### src/sv/isa_pkg.sv
// ----------------------------------------------------------------------------
// Integer stack ALU package
// Shared constants, codes and state types of the integer evaluation stack.
// ----------------------------------------------------------------------------
package isa_pkg;

  localparam int unsigned STACK_DEPTH = 64;
  localparam int unsigned SP_W        = $clog2(STACK_DEPTH + 1);
  localparam int unsigned IDX_W       = $clog2(STACK_DEPTH);
  localparam int unsigned DATA_W      = 32;
  localparam int unsigned CNT_W       = $clog2(DATA_W);
  localparam int unsigned ADD_W       = DATA_W + 2;
  localparam int unsigned KIND_W      = 3;
  localparam int unsigned OP_W        = 5;
  localparam int unsigned DEPTH_OUT_W = 7;
  localparam int unsigned FAULT_W     = 2;

  typedef enum logic [KIND_W-1:0] {
    KIND_PUSH   = 3'd0,
    KIND_POP    = 3'd1,
    KIND_DUP    = 3'd2,
    KIND_UNARY  = 3'd3,
    KIND_BINARY = 3'd4
  } kind_e;

  typedef enum logic [FAULT_W-1:0] {
    FAULT_NONE  = 2'd0,
    FAULT_UNDER = 2'd1,
    FAULT_OVER  = 2'd2
  } fault_e;

  localparam logic [OP_W-1:0] OP_ADD  = 5'd0;
  localparam logic [OP_W-1:0] OP_SUB  = 5'd1;
  localparam logic [OP_W-1:0] OP_MUL  = 5'd2;
  localparam logic [OP_W-1:0] OP_DIV  = 5'd3;
  localparam logic [OP_W-1:0] OP_MOD  = 5'd4;
  localparam logic [OP_W-1:0] OP_EQ   = 5'd5;
  localparam logic [OP_W-1:0] OP_NE   = 5'd6;
  localparam logic [OP_W-1:0] OP_GT   = 5'd7;
  localparam logic [OP_W-1:0] OP_GE   = 5'd8;
  localparam logic [OP_W-1:0] OP_LT   = 5'd9;
  localparam logic [OP_W-1:0] OP_LE   = 5'd10;
  localparam logic [OP_W-1:0] OP_LAND = 5'd11;
  localparam logic [OP_W-1:0] OP_LOR  = 5'd12;
  localparam logic [OP_W-1:0] OP_AND  = 5'd13;
  localparam logic [OP_W-1:0] OP_OR   = 5'd14;
  localparam logic [OP_W-1:0] OP_XOR  = 5'd15;
  localparam logic [OP_W-1:0] OP_SHL  = 5'd16;
  localparam logic [OP_W-1:0] OP_SAR  = 5'd17;
  localparam logic [OP_W-1:0] OP_SHR  = 5'd18;

  localparam logic [OP_W-1:0] UOP_PLUS = 5'd0;
  localparam logic [OP_W-1:0] UOP_NEG  = 5'd1;
  localparam logic [OP_W-1:0] UOP_NOT  = 5'd2;

  typedef enum logic [3:0] {
    ST_IDLE,
    ST_DECODE,
    ST_OPND,
    ST_EXEC,
    ST_ABS_L,
    ST_ABS_R,
    ST_DIV,
    ST_FIX,
    ST_WRITE,
    ST_RD_TOP,
    ST_TOP_LD,
    ST_OUT
  } state_e;

  typedef enum logic [2:0] {
    ADD_SUM,
    ADD_DIFF,
    ADD_NEG_L,
    ADD_NEG_R,
    ADD_DIV,
    ADD_NEG_RES
  } add_sel_e;

endpackage

### src/sv/isa_if.sv
// ----------------------------------------------------------------------------
// Integer stack ALU channels
// Valid/ready channels for command items and result items.
// ----------------------------------------------------------------------------
interface isa_in_if;
  logic                                valid;
  logic                                ready;
  logic        [isa_pkg::KIND_W-1:0]   kind;
  logic signed [isa_pkg::DATA_W-1:0]   push_value;
  logic        [isa_pkg::OP_W-1:0]     op_code;

  modport source (output valid, kind, push_value, op_code, input ready);
  modport sink   (input valid, kind, push_value, op_code, output ready);
endinterface

interface isa_out_if;
  logic                                  valid;
  logic                                  ready;
  logic signed [isa_pkg::DATA_W-1:0]     top_value;
  logic        [isa_pkg::DEPTH_OUT_W-1:0] stack_depth;
  logic                                  div_by_zero;
  logic        [isa_pkg::FAULT_W-1:0]    stack_fault;

  modport source (output valid, top_value, stack_depth, div_by_zero, stack_fault,
                  input ready);
  modport sink   (input valid, top_value, stack_depth, div_by_zero, stack_fault,
                  output ready);
endinterface

### src/sv/integer_stack_alu.sv
// ----------------------------------------------------------------------------
// Integer stack ALU
// Evaluation stack with push, pop, duplicate and unary/binary integer ops.
//
// Usage:
//   in_i carries one command item (kind, push_value, op_code); out_o returns
//   one result item per command: new top (0 when empty), depth, zero-divisor
//   flag and stack fault code. Both channels use valid/ready.
//   A command is taken only while the sequencer is idle. Push, duplicate,
//   unknown kinds and pops that leave nothing to fetch go from decode to
//   output; a pop that fetches a new top first reads the stack RAM (after
//   the operand state for an unknown binary op); unary ops pass execute and
//   write, binary ops an operand state too; div and mod by a nonzero divisor
//   add two absolute-value states, the 32 restoring steps of the divider and
//   a sign fix, all on the single 34-bit adder; the stack RAM has one read port.
//   The result sits in an output register: the next command is accepted
//   while it waits, and a stalled receiver holds the block only when the
//   following result is ready to be loaded.
//   Reset empties the stack and drops any pending result; no clearing pass.
// ----------------------------------------------------------------------------
module integer_stack_alu (
  input  logic              clk_i,
  input  logic              rst_ni,
  isa_in_if.sink            in_i,
  isa_out_if.source         out_o
);

  isa_pkg::state_e   state_q, state_d;
  isa_pkg::add_sel_e add_sel;

  logic [isa_pkg::KIND_W-1:0]  kind_q;
  logic [isa_pkg::DATA_W-1:0]  pv_q;
  logic [isa_pkg::OP_W-1:0]    op_q;
  logic [isa_pkg::SP_W-1:0]    sp_q;
  logic [isa_pkg::DATA_W-1:0]  top_q;
  logic [isa_pkg::DATA_W-1:0]  l_q;
  logic [isa_pkg::DATA_W-1:0]  r_q;
  logic [isa_pkg::DATA_W-1:0]  res_q;
  logic [isa_pkg::DATA_W-1:0]  rem_q;
  logic [isa_pkg::DATA_W-1:0]  quo_q;
  logic [isa_pkg::DATA_W-1:0]  dmag_q;
  logic [isa_pkg::CNT_W-1:0]   cnt_q;
  logic                        two_q;
  logic                        dz_q;
  logic [isa_pkg::FAULT_W-1:0] fault_q;
  logic [isa_pkg::DATA_W-1:0]  rdata_q;

  logic                        out_valid_q;
  logic [isa_pkg::DATA_W-1:0]  out_top_q;
  logic [isa_pkg::SP_W-1:0]    out_sp_q;
  logic                        out_dz_q;
  logic [isa_pkg::FAULT_W-1:0] out_fault_q;

  logic [isa_pkg::DATA_W-1:0]  mem [isa_pkg::STACK_DEPTH];

  logic                        mem_we;
  logic [isa_pkg::SP_W-1:0]    mem_waddr;
  logic [isa_pkg::DATA_W-1:0]  mem_wdata;
  logic [isa_pkg::SP_W-1:0]    mem_raddr;

  logic                        sp_empty, sp_full, sp_two;
  logic                        op_known_bin, op_known_un, op_divmod;
  logic                        in_acc, out_load;

  logic [isa_pkg::ADD_W-1:0]   add_a, add_b, add_sum;
  logic                        add_cin;
  logic [isa_pkg::DATA_W-1:0]  fix_val;
  logic                        fix_neg;
  logic [isa_pkg::DATA_W:0]    div_shift;
  logic [isa_pkg::DATA_W-1:0]  mul_lo;
  logic [isa_pkg::DATA_W-1:0]  sar_res;
  logic [4:0]                  sh;
  logic                        lt, eq;
  logic [isa_pkg::DATA_W-1:0]  res_d;

  assign sp_empty     = (sp_q == '0);
  assign sp_full      = (sp_q == isa_pkg::SP_W'(isa_pkg::STACK_DEPTH));
  assign sp_two       = (sp_q >= isa_pkg::SP_W'(2));
  assign op_known_bin = (op_q <= isa_pkg::OP_SHR);
  assign op_known_un  = (op_q <= isa_pkg::UOP_NOT);
  assign op_divmod    = (op_q == isa_pkg::OP_DIV) || (op_q == isa_pkg::OP_MOD);
  assign in_acc       = in_i.valid && in_i.ready;
  assign out_load     = (state_q == isa_pkg::ST_OUT) && (!out_valid_q || out_o.ready);

  // Next state
  always_comb begin
    state_d = state_q;
    case (state_q)
      isa_pkg::ST_IDLE: begin
        if (in_i.valid) state_d = isa_pkg::ST_DECODE;
      end
      isa_pkg::ST_DECODE: begin
        case (kind_q)
          isa_pkg::KIND_POP:    state_d = sp_two ? isa_pkg::ST_RD_TOP : isa_pkg::ST_OUT;
          isa_pkg::KIND_UNARY: begin
            if (op_known_un) state_d = isa_pkg::ST_EXEC;
            else state_d = sp_two ? isa_pkg::ST_RD_TOP : isa_pkg::ST_OUT;
          end
          isa_pkg::KIND_BINARY: state_d = isa_pkg::ST_OPND;
          default:              state_d = isa_pkg::ST_OUT;
        endcase
      end
      isa_pkg::ST_OPND: begin
        if (op_known_bin) state_d = isa_pkg::ST_EXEC;
        else state_d = sp_empty ? isa_pkg::ST_OUT : isa_pkg::ST_RD_TOP;
      end
      isa_pkg::ST_EXEC: begin
        if (kind_q == isa_pkg::KIND_BINARY && op_divmod && r_q != '0) begin
          state_d = isa_pkg::ST_ABS_L;
        end else begin
          state_d = isa_pkg::ST_WRITE;
        end
      end
      isa_pkg::ST_ABS_L:  state_d = isa_pkg::ST_ABS_R;
      isa_pkg::ST_ABS_R:  state_d = isa_pkg::ST_DIV;
      isa_pkg::ST_DIV: begin
        if (cnt_q == isa_pkg::CNT_W'(isa_pkg::DATA_W - 1)) state_d = isa_pkg::ST_FIX;
      end
      isa_pkg::ST_FIX:    state_d = isa_pkg::ST_WRITE;
      isa_pkg::ST_WRITE:  state_d = isa_pkg::ST_OUT;
      isa_pkg::ST_RD_TOP: state_d = isa_pkg::ST_TOP_LD;
      isa_pkg::ST_TOP_LD: state_d = isa_pkg::ST_OUT;
      isa_pkg::ST_OUT: begin
        if (!out_valid_q || out_o.ready) state_d = isa_pkg::ST_IDLE;
      end
      default:            state_d = isa_pkg::ST_IDLE;
    endcase
  end

  // Control outputs
  always_comb begin
    in_i.ready = 1'b0;
    mem_we     = 1'b0;
    mem_waddr  = sp_q;
    mem_wdata  = pv_q;
    mem_raddr  = sp_q - isa_pkg::SP_W'(1);
    add_sel    = isa_pkg::ADD_DIFF;
    case (state_q)
      isa_pkg::ST_IDLE: in_i.ready = 1'b1;
      isa_pkg::ST_DECODE: begin
        mem_raddr = sp_q - isa_pkg::SP_W'(2);
        if (kind_q == isa_pkg::KIND_PUSH && !sp_full) begin
          mem_we = 1'b1;
        end else if (kind_q == isa_pkg::KIND_DUP && !sp_full) begin
          mem_we    = 1'b1;
          mem_wdata = sp_empty ? '0 : top_q;
        end
      end
      isa_pkg::ST_EXEC: begin
        if (kind_q == isa_pkg::KIND_UNARY) add_sel = isa_pkg::ADD_NEG_R;
        else if (op_q == isa_pkg::OP_ADD) add_sel = isa_pkg::ADD_SUM;
        else add_sel = isa_pkg::ADD_DIFF;
      end
      isa_pkg::ST_ABS_L: add_sel = isa_pkg::ADD_NEG_L;
      isa_pkg::ST_ABS_R: add_sel = isa_pkg::ADD_NEG_R;
      isa_pkg::ST_DIV:   add_sel = isa_pkg::ADD_DIV;
      isa_pkg::ST_FIX:   add_sel = isa_pkg::ADD_NEG_RES;
      isa_pkg::ST_WRITE: begin
        mem_we    = 1'b1;
        mem_wdata = res_q;
      end
      default: ;
    endcase
  end

  // Shared adder
  assign fix_val   = (op_q == isa_pkg::OP_DIV) ? quo_q : rem_q;
  assign fix_neg   = (op_q == isa_pkg::OP_DIV) ? (l_q[isa_pkg::DATA_W-1] ^ r_q[isa_pkg::DATA_W-1])
                                               : l_q[isa_pkg::DATA_W-1];
  assign div_shift = {rem_q, quo_q[isa_pkg::DATA_W-1]};

  always_comb begin
    add_a   = {{2{l_q[isa_pkg::DATA_W-1]}}, l_q};
    add_b   = ~{{2{r_q[isa_pkg::DATA_W-1]}}, r_q};
    add_cin = 1'b1;
    case (add_sel)
      isa_pkg::ADD_SUM: begin
        add_b   = {{2{r_q[isa_pkg::DATA_W-1]}}, r_q};
        add_cin = 1'b0;
      end
      isa_pkg::ADD_DIFF: ;
      isa_pkg::ADD_NEG_L: begin
        add_a = '0;
        add_b = ~{{2{l_q[isa_pkg::DATA_W-1]}}, l_q};
      end
      isa_pkg::ADD_NEG_R: add_a = '0;
      isa_pkg::ADD_DIV: begin
        add_a = {1'b0, div_shift};
        add_b = ~{2'b00, dmag_q};
      end
      isa_pkg::ADD_NEG_RES: begin
        add_a = '0;
        add_b = ~{{2{fix_val[isa_pkg::DATA_W-1]}}, fix_val};
      end
      default: ;
    endcase
  end

  assign add_sum = add_a + add_b + isa_pkg::ADD_W'(add_cin);

  // Result select
  assign sh      = r_q[4:0];
  assign mul_lo  = l_q * r_q;
  assign sar_res = isa_pkg::DATA_W'($signed(l_q) >>> sh);
  assign lt      = add_sum[isa_pkg::ADD_W-1];
  assign eq      = (add_sum[isa_pkg::DATA_W-1:0] == '0);

  always_comb begin
    res_d = '0;
    if (kind_q == isa_pkg::KIND_UNARY) begin
      case (op_q)
        isa_pkg::UOP_PLUS: res_d = r_q;
        isa_pkg::UOP_NEG:  res_d = add_sum[isa_pkg::DATA_W-1:0];
        isa_pkg::UOP_NOT:  res_d = ~r_q;
        default:           res_d = '0;
      endcase
    end else begin
      case (op_q)
        isa_pkg::OP_ADD,
        isa_pkg::OP_SUB:  res_d = add_sum[isa_pkg::DATA_W-1:0];
        isa_pkg::OP_MUL:  res_d = mul_lo;
        isa_pkg::OP_EQ:   res_d = isa_pkg::DATA_W'(eq);
        isa_pkg::OP_NE:   res_d = isa_pkg::DATA_W'(!eq);
        isa_pkg::OP_GT:   res_d = isa_pkg::DATA_W'(!lt && !eq);
        isa_pkg::OP_GE:   res_d = isa_pkg::DATA_W'(!lt);
        isa_pkg::OP_LT:   res_d = isa_pkg::DATA_W'(lt);
        isa_pkg::OP_LE:   res_d = isa_pkg::DATA_W'(lt || eq);
        isa_pkg::OP_LAND: res_d = isa_pkg::DATA_W'((l_q != '0) && (r_q != '0));
        isa_pkg::OP_LOR:  res_d = isa_pkg::DATA_W'((l_q != '0) || (r_q != '0));
        isa_pkg::OP_AND:  res_d = l_q & r_q;
        isa_pkg::OP_OR:   res_d = l_q | r_q;
        isa_pkg::OP_XOR:  res_d = l_q ^ r_q;
        isa_pkg::OP_SHL:  res_d = l_q << sh;
        isa_pkg::OP_SAR:  res_d = sar_res;
        isa_pkg::OP_SHR:  res_d = l_q >> sh;
        default:          res_d = '0;
      endcase
    end
  end

  // Stack RAM
  always_ff @(posedge clk_i) begin
    if (mem_we) mem[mem_waddr[isa_pkg::IDX_W-1:0]] <= mem_wdata;
    rdata_q <= mem[mem_raddr[isa_pkg::IDX_W-1:0]];
  end

  // Control state
  always_ff @(posedge clk_i or negedge rst_ni) begin
    if (!rst_ni) begin
      state_q     <= isa_pkg::ST_IDLE;
      sp_q        <= '0;
      fault_q     <= isa_pkg::FAULT_NONE;
      dz_q        <= 1'b0;
      out_valid_q <= 1'b0;
    end else begin
      state_q <= state_d;
      if (out_load) out_valid_q <= 1'b1;
      else if (out_o.ready) out_valid_q <= 1'b0;
      case (state_q)
        isa_pkg::ST_IDLE: begin
          if (in_acc) begin
            fault_q <= isa_pkg::FAULT_NONE;
            dz_q    <= 1'b0;
          end
        end
        isa_pkg::ST_DECODE: begin
          case (kind_q)
            isa_pkg::KIND_PUSH: begin
              if (sp_full) fault_q <= isa_pkg::FAULT_OVER;
              else sp_q <= sp_q + isa_pkg::SP_W'(1);
            end
            isa_pkg::KIND_POP: begin
              if (sp_empty) fault_q <= isa_pkg::FAULT_UNDER;
              else sp_q <= sp_q - isa_pkg::SP_W'(1);
            end
            isa_pkg::KIND_DUP: begin
              if (sp_empty) begin
                fault_q <= isa_pkg::FAULT_UNDER;
                sp_q    <= isa_pkg::SP_W'(1);
              end else if (sp_full) begin
                fault_q <= isa_pkg::FAULT_OVER;
              end else begin
                sp_q <= sp_q + isa_pkg::SP_W'(1);
              end
            end
            isa_pkg::KIND_UNARY: begin
              if (sp_empty) fault_q <= isa_pkg::FAULT_UNDER;
              else sp_q <= sp_q - isa_pkg::SP_W'(1);
            end
            isa_pkg::KIND_BINARY: begin
              if (!sp_two) begin
                fault_q <= isa_pkg::FAULT_UNDER;
                sp_q    <= '0;
              end else begin
                sp_q <= sp_q - isa_pkg::SP_W'(2);
              end
            end
            default: ;
          endcase
        end
        isa_pkg::ST_EXEC: begin
          if (kind_q == isa_pkg::KIND_BINARY && op_divmod && r_q == '0) dz_q <= 1'b1;
        end
        isa_pkg::ST_WRITE: sp_q <= sp_q + isa_pkg::SP_W'(1);
        default: ;
      endcase
    end
  end

  // Datapath
  always_ff @(posedge clk_i) begin
    if (out_load) begin
      out_top_q   <= sp_empty ? '0 : top_q;
      out_sp_q    <= sp_q;
      out_dz_q    <= dz_q;
      out_fault_q <= fault_q;
    end
    case (state_q)
      isa_pkg::ST_IDLE: begin
        if (in_acc) begin
          kind_q <= in_i.kind;
          pv_q   <= in_i.push_value;
          op_q   <= in_i.op_code;
        end
      end
      isa_pkg::ST_DECODE: begin
        r_q   <= sp_empty ? '0 : top_q;
        two_q <= sp_two;
        if (kind_q == isa_pkg::KIND_PUSH && !sp_full) top_q <= pv_q;
        if (kind_q == isa_pkg::KIND_DUP && sp_empty) top_q <= '0;
      end
      isa_pkg::ST_OPND: l_q <= two_q ? rdata_q : '0;
      isa_pkg::ST_EXEC: begin
        res_q <= res_d;
        if (kind_q == isa_pkg::KIND_UNARY) l_q <= '0;
      end
      isa_pkg::ST_ABS_L: begin
        quo_q <= l_q[isa_pkg::DATA_W-1] ? add_sum[isa_pkg::DATA_W-1:0] : l_q;
        rem_q <= '0;
        cnt_q <= '0;
      end
      isa_pkg::ST_ABS_R: begin
        dmag_q <= r_q[isa_pkg::DATA_W-1] ? add_sum[isa_pkg::DATA_W-1:0] : r_q;
      end
      isa_pkg::ST_DIV: begin
        if (!add_sum[isa_pkg::ADD_W-1]) rem_q <= add_sum[isa_pkg::DATA_W-1:0];
        else rem_q <= div_shift[isa_pkg::DATA_W-1:0];
        quo_q <= {quo_q[isa_pkg::DATA_W-2:0], !add_sum[isa_pkg::ADD_W-1]};
        cnt_q <= cnt_q + isa_pkg::CNT_W'(1);
      end
      isa_pkg::ST_FIX:    res_q <= fix_neg ? add_sum[isa_pkg::DATA_W-1:0] : fix_val;
      isa_pkg::ST_WRITE:  top_q <= res_q;
      isa_pkg::ST_TOP_LD: top_q <= rdata_q;
      default: ;
    endcase
  end

  assign out_o.valid       = out_valid_q;
  assign out_o.top_value   = out_top_q;
  assign out_o.stack_depth = isa_pkg::DEPTH_OUT_W'(out_sp_q);
  assign out_o.div_by_zero = out_dz_q;
  assign out_o.stack_fault = out_fault_q;

  assert property (@(posedge clk_i) disable iff (!rst_ni)
    sp_q <= isa_pkg::SP_W'(isa_pkg::STACK_DEPTH))
    else $error("stack pointer beyond depth");

  assert property (@(posedge clk_i) disable iff (!rst_ni)
    out_valid_q && out_dz_q |-> out_sp_q != '0 && out_fault_q != isa_pkg::FAULT_OVER)
    else $error("zero divisor flagged without a pushed result");

  assert property (@(posedge clk_i) disable iff (!rst_ni)
    out_valid_q && out_fault_q == isa_pkg::FAULT_OVER
      |-> out_sp_q == isa_pkg::SP_W'(isa_pkg::STACK_DEPTH))
    else $error("overflow flagged on a stack that is not full");

  assert property (@(posedge clk_i) disable iff (!rst_ni)
    state_q == isa_pkg::ST_DIV && $past(state_q) == isa_pkg::ST_DIV
      |-> cnt_q == $past(cnt_q) + isa_pkg::CNT_W'(1))
    else $error("divider step count skipped");

endmodule

### src/flat_wrapper.sv
// flat-port wrapper written by rule: the top's interface ports become plain ports
module integer_stack_alu_flat 
  (clk_i, rst_ni, in_i_valid, in_i_kind, in_i_push_value, in_i_op_code, in_i_ready, out_o_valid, out_o_top_value, out_o_stack_depth, out_o_div_by_zero, out_o_stack_fault, out_o_ready);
  isa_in_if in_i_i ();
  isa_out_if out_o_i ();
  input  logic clk_i;
  input  logic rst_ni;
  input wire logic [$bits(in_i_i.valid)-1:0] in_i_valid;
  input wire logic [$bits(in_i_i.kind)-1:0] in_i_kind;
  input wire logic [$bits(in_i_i.push_value)-1:0] in_i_push_value;
  input wire logic [$bits(in_i_i.op_code)-1:0] in_i_op_code;
  output wire logic [$bits(in_i_i.ready)-1:0] in_i_ready;
  output wire logic [$bits(out_o_i.valid)-1:0] out_o_valid;
  output wire logic [$bits(out_o_i.top_value)-1:0] out_o_top_value;
  output wire logic [$bits(out_o_i.stack_depth)-1:0] out_o_stack_depth;
  output wire logic [$bits(out_o_i.div_by_zero)-1:0] out_o_div_by_zero;
  output wire logic [$bits(out_o_i.stack_fault)-1:0] out_o_stack_fault;
  input wire logic [$bits(out_o_i.ready)-1:0] out_o_ready;
  assign in_i_i.valid = in_i_valid;
  assign in_i_i.kind = in_i_kind;
  assign in_i_i.push_value = in_i_push_value;
  assign in_i_i.op_code = in_i_op_code;
  assign in_i_ready = in_i_i.ready;
  assign out_o_valid = out_o_i.valid;
  assign out_o_top_value = out_o_i.top_value;
  assign out_o_stack_depth = out_o_i.stack_depth;
  assign out_o_div_by_zero = out_o_i.div_by_zero;
  assign out_o_stack_fault = out_o_i.stack_fault;
  assign out_o_i.ready = out_o_ready;
  integer_stack_alu u_core (.clk_i(clk_i), .rst_ni(rst_ni), .in_i(in_i_i), .out_o(out_o_i));
endmodule
### config.mk
export PLATFORM = sky130hd
export DESIGN_NAME = integer_stack_alu_flat
export DESIGN_NICKNAME = d
export VERILOG_FILES = /design/src/sv/isa_pkg.sv /design/src/sv/isa_if.sv /design/src/sv/integer_stack_alu.sv /design/src/flat_wrapper.sv
export SDC_FILE = /design/constraint.sdc
export NUM_CORES = 2
export LEC_CHECK = 0
export CORE_MARGIN = 2
export CORE_UTILIZATION = 50
export CTS_BUF_LIST = sky130_fd_sc_hd__clkbuf_4 sky130_fd_sc_hd__clkbuf_8 sky130_fd_sc_hd__clkbuf_16
export CTS_CLUSTER_SIZE = 28
export DETAILED_ROUTE_END_ITERATION = 8
export DONT_BUFFER_PORTS = 1
export SYNTH_ARGS = -nofsm -noshare
export SYNTH_HDL_FRONTEND = slang
export SYNTH_SLANG_ARGS = --single-unit
### constraint.sdc
create_clock -name clk_i -period 11.5 [get_ports clk_i]
set_clock_uncertainty 0.15 [all_clocks]
set_input_delay 2.3 -clock clk_i [delete_from_list [all_inputs] [get_ports clk_i]]
set_output_delay 2.3 -clock clk_i [all_outputs]
set_load 0.03 [all_outputs]
==> flow_summary.rst <==
.. list-table::
   :header-rows: 1

   * - Metric
     - Value
   * - Count of standard-cell rows
     - 179
   * - Classification of the worst-slack hold path
     - reg -> reg
   * - Cell occurring most often along the worst timing path
     - fa_1
   * - TritonCTS clock tree
     - built
   * - Maximum number of pins on one net before global-route repair
     - 113
   * - Final Wtd Congestion
     - 1.064
   * - Post-synth EDFFs
     - 2360
   * - Slowest cell on crit path
     - inv_2
   * - Clock Pin Slew Worst Setup and Hold Paths
     - 0.07 ns
   * - Area share of the leading cell type in the synthesized netlist
     - 59.51%
   * - Die H
     - 492.0 microns
   * - Width of the chip
     - 492.0 microns
   * - Summed negative setup slack over all endpoints
     - 0 ns
   * - Maximum clock frequency
     - 0.1122 GHz
   * - Routed wire length
     - 390.2 mm
   * - Largest area contributor in the synthesized netlist
     - edfxtp_1
   * - Depth of the worst hold-timing path
     - 0
   * - Residual antenna-violating net count after detailed routing
     - 0
   * - CTS hold repair buffers
     - 0
   * - Flip-flop and latch count after synthesis
     - 2407
   * - Clock sinks
     - 2407
   * - Average vias per placed instance
     - 6.433
   * - TritonCTS buffer count
     - 240
   * - Ports
     - 88
   * - Actual transition at the worst max-transition pin
     - 1.408 ns
   * - Final setup violation count
     - 0
   * - Post-Syn Area
     - 119100 sq um
   * - Total number of vias
     - 72870
   * - Clock Path Buffers
     - 3
   * - Latest clock arrival within the worst-skew pair
     - 0.91 ns
   * - Reg2reg setup slack
     - 2.59 ns
   * - Cell chain of the critical path
     - buf_4, inv_2, buf_4, nor2_1, fa_1, inv_1, fa_1, fa_1, inv_1, fa_1, fa_1, fa_1, fa_1, ha_1, a21o_1, a21o_1, a21oi_1, o21ai_0, a31o_2, a31oi_1, a211oi_1, mux2i_1, a222oi_1, a21oi_1
   * - Crit path capture type
     - register
   * - Via count of the first global-routing pass
     - 72940
   * - Final net count
     - 8618
   * - Maximum fanout along the worst path
     - 27
   * - Final clock period utilization by the worst path
     - 77.50%
   * - Startpoint type of the worst setup path
     - register
   * - Data arrival time of the critical path
     - 9.34 ns
   * - Number of cells in the design after placement
     - 10860
   * - Post-synthesis cell count
     - 7931
   * - Register area share after synthesis
     - 60.37%
   * - Ys flop type
     - edfxtp_1
   * - Overall overflow remaining after global route
     - 0
   * - Total die area
     - 242100 sq um
   * - Worst rel slew slack
     - 5.112%
   * - Worst EP required
     - 11.93 ns
   * - Max-slew violation total from the final report
     - 0
   * - Number of input and output port buffers inserted
     - 0
   * - Area used by sequential logic in the layout
     - 71880 sq um
   * - Non-filler instance count after layout
     - 11330
   * - Multi-input gate area
     - 44180 sq um
   * - Run status
     - completed
   * - Yosys Warn Count
     - 0
   * - Number of filler instances in the final layout
     - 18830
   * - Async set or reset register ratio after synthesis
     - 0.6232%
   * - First-pass GRT wire length
     - 551.4 mm
   * - Worst hold-check slack
     - 0.3228 ns
   * - Average wire length per cell after detail routing
     - 34.44 microns
   * - Mapped Avg Cell Area
     - 15.01 sq um
   * - Maximum Capacitance Violations
     - 0
   * - Net count after synthesis
     - 8615
   * - Global routing usage summed across all routing layers
     - 32.10%
   * - Iteration-0 DRC count of the detailed router
     - 9119
   * - Shortest period the worst path allows
     - 8.912 ns
   * - Final Hold Viols
     - 0
   * - Core region area
     - 237400 sq um
   * - Post CTS Setup Buffer Count
     - 0
   * - Antenna violations before repair
     - 29
   * - Number of remaining DRC errors
     - 0
   * - Top area cells in the synthesized netlist
     - edfxtp_1 60%, mux4_2 11%, fa_1 6.9%
   * - Initial Util
     - 50.16%
   * - Number of instances resized during post-cts repair
     - 0
   * - Clock Root Buffer
     - clkbuf_16
   * - Setup repair after global routing missed its margin
     - false
   * - Reg2reg path depth
     - 24
   * - Max incr delay on CP
     - 0.69 ns
   * - Classification of the worst setup path
     - reg -> reg
   * - Number of H-tree levels
     - 4
   * - Signed area change from the synthesized netlist to the final layout
     - 11.45%
   * - HPWL after DPL
     - 251.6 mm
   * - Detailed Routing Iterations Pass 1
     - 9
   * - Library cells used by synthesis
     - 99
   * - Fraction of layout cells with a size suffix above 1
     - 17.73%
registers in the layout, summed over array words and instances, names as in the netlist, 5 cells and up:
register                  cells
u_core.cnt_q                  5
u_core.dmag_q                32
u_core.l_q                   32
u_core.mem                 2048
u_core.mem_waddr              7
u_core.op_q                   5
u_core.out_o.stack_depth      7
u_core.out_o.top_value       32
u_core.pv_q                  32
u_core.quo_q                 32
u_core.r_q                   32
u_core.rdata_q               32
u_core.rem_q                 32
u_core.res_q                 32
u_core.top_q                 32
cells by family (layout without fill, tap and decap cells):
group | count (synthesis) | count (layout) | share of synthesized area [%]
flops | 2407 | 2407 | 60.37
simple gates | 1589 | 1589 | 5.954
compound gates | 1230 | 1230 | 6.513
buf+inv | 1056 | 1270 | 3.421
mux | 897 | 897 | 13.60
fa+ha+maj | 640 | 640 | 9.309
xor+xnor | 112 | 112 | 0.8364
other cells | 0 | 16 | 0
cells in the mapped netlist, types with 15 or more instances:
cell	n
edfxtp_1	2360
nor2_1	610
mux4_2	576
nand2_1	531
inv_1	514
fa_1	410
clkbuf_1	371
a21oi_1	354
o21ai_0	343
mux2i_1	314
ha_1	230
a211oi_1	173
nor2b_1	143
buf_2	82
xnor2_1	82
and2_1	77
buf_1	70
o22ai_1	44
nand3_1	42
nor3_1	40
a222oi_1	34
a21o_1	32
a22o_1	32
dfxtp_1	32
a221oi_1	30
xor2_1	28
nand2b_1	26
a22oi_1	25
nor4_1	23
a31oi_1	22
or3_1	17
a211o_1	16
dfrtp_1	15
layout make-up:
| class | count | area share [%] |
|---|---|---|
| Inverter | 531 | 1.502 |
| Antenna cell | 16 | 0.03017 |
| Clock inverter | 165 | 1.474 |
| Clock buffer | 288 | 4.819 |
| Timing Repair Buffer | 286 | 1.737 |
| Tap cell | 3167 | 2.986 |
| Multi-Input combinational cell | 4468 | 33.29 |
| Sequential cell | 2407 | 54.16 |
layout by cell type (no fill, tap or decap), types with 270 or more instances in the layout:
cell type and instances:
fa_1 410, nor2_1 540, a21oi_1 351, nand2_1 530
edfxtp_1 2360, inv_1 510, mux4_2 576, mux2i_1 312
buf_4 270, o21ai_0 312
final timing paths:
kind,from,end
setup / recovery,u_core.r_q[1]$_DFFE_PP_,u_core.res_q[31]$_DFFE_PP_
hold / removal,u_core.fault_q[1]$_DFFE_PN0P_,u_core.out_o.stack_fault[1]$_DFFE_PP_
setup reg to reg,u_core.r_q[1]$_DFFE_PP_,u_core.res_q[31]$_DFFE_PP_
hold reg to reg,u_core.fault_q[1]$_DFFE_PN0P_,u_core.out_o.stack_fault[1]$_DFFE_PP_
max in group asynchronous,rst_ni,u_core.mem_waddr[3]$_DFFE_PN0P_
min in group asynchronous,rst_ni,u_core.state_q[3]$_DFFE_PN0P_
stage by stage:
step	instance area [sq um]	util [%]	setup WS, ns
floorplan	119100	-	3.110
global placement	124300	52.35	2.197
detailed placement	124300	52.35	2.734
CTS	132600	55.87	2.726
global route	132700	55.89	2.456
finish	132700	55.90	2.588
worst max-delay path, delay by kind of cell, from the launching register on:
family | cells | cell delay (ns)
muxes | 1 | 0.18
DFF | 1 | 0.36
buffers and inverters | 5 | 1.65
AOI/OAI and AO/OA | 9 | 2.20
and+or+nand+nor | 1 | 0.14
adders and majority gates | 8 | 3.92
routing by layer:
| layer | part of all wire (%) | GRT usage [%] | up-vias |
|---|---|---|---|
| met3 | 8.7 | 6.882 | 1099 |
| met4 | 6.7 | 18.03 | 12 |
| met5 | 0.020 | 0 | - |
| met1 | 39 | 42.55 | 38080 |
| met2 | 46 | 49.58 | 3798 |
| li1 | - | - | 29890 |
Power is not shown: default switching activity piles up to over one toggle a cycle in this logic, so the estimate is an artifact.
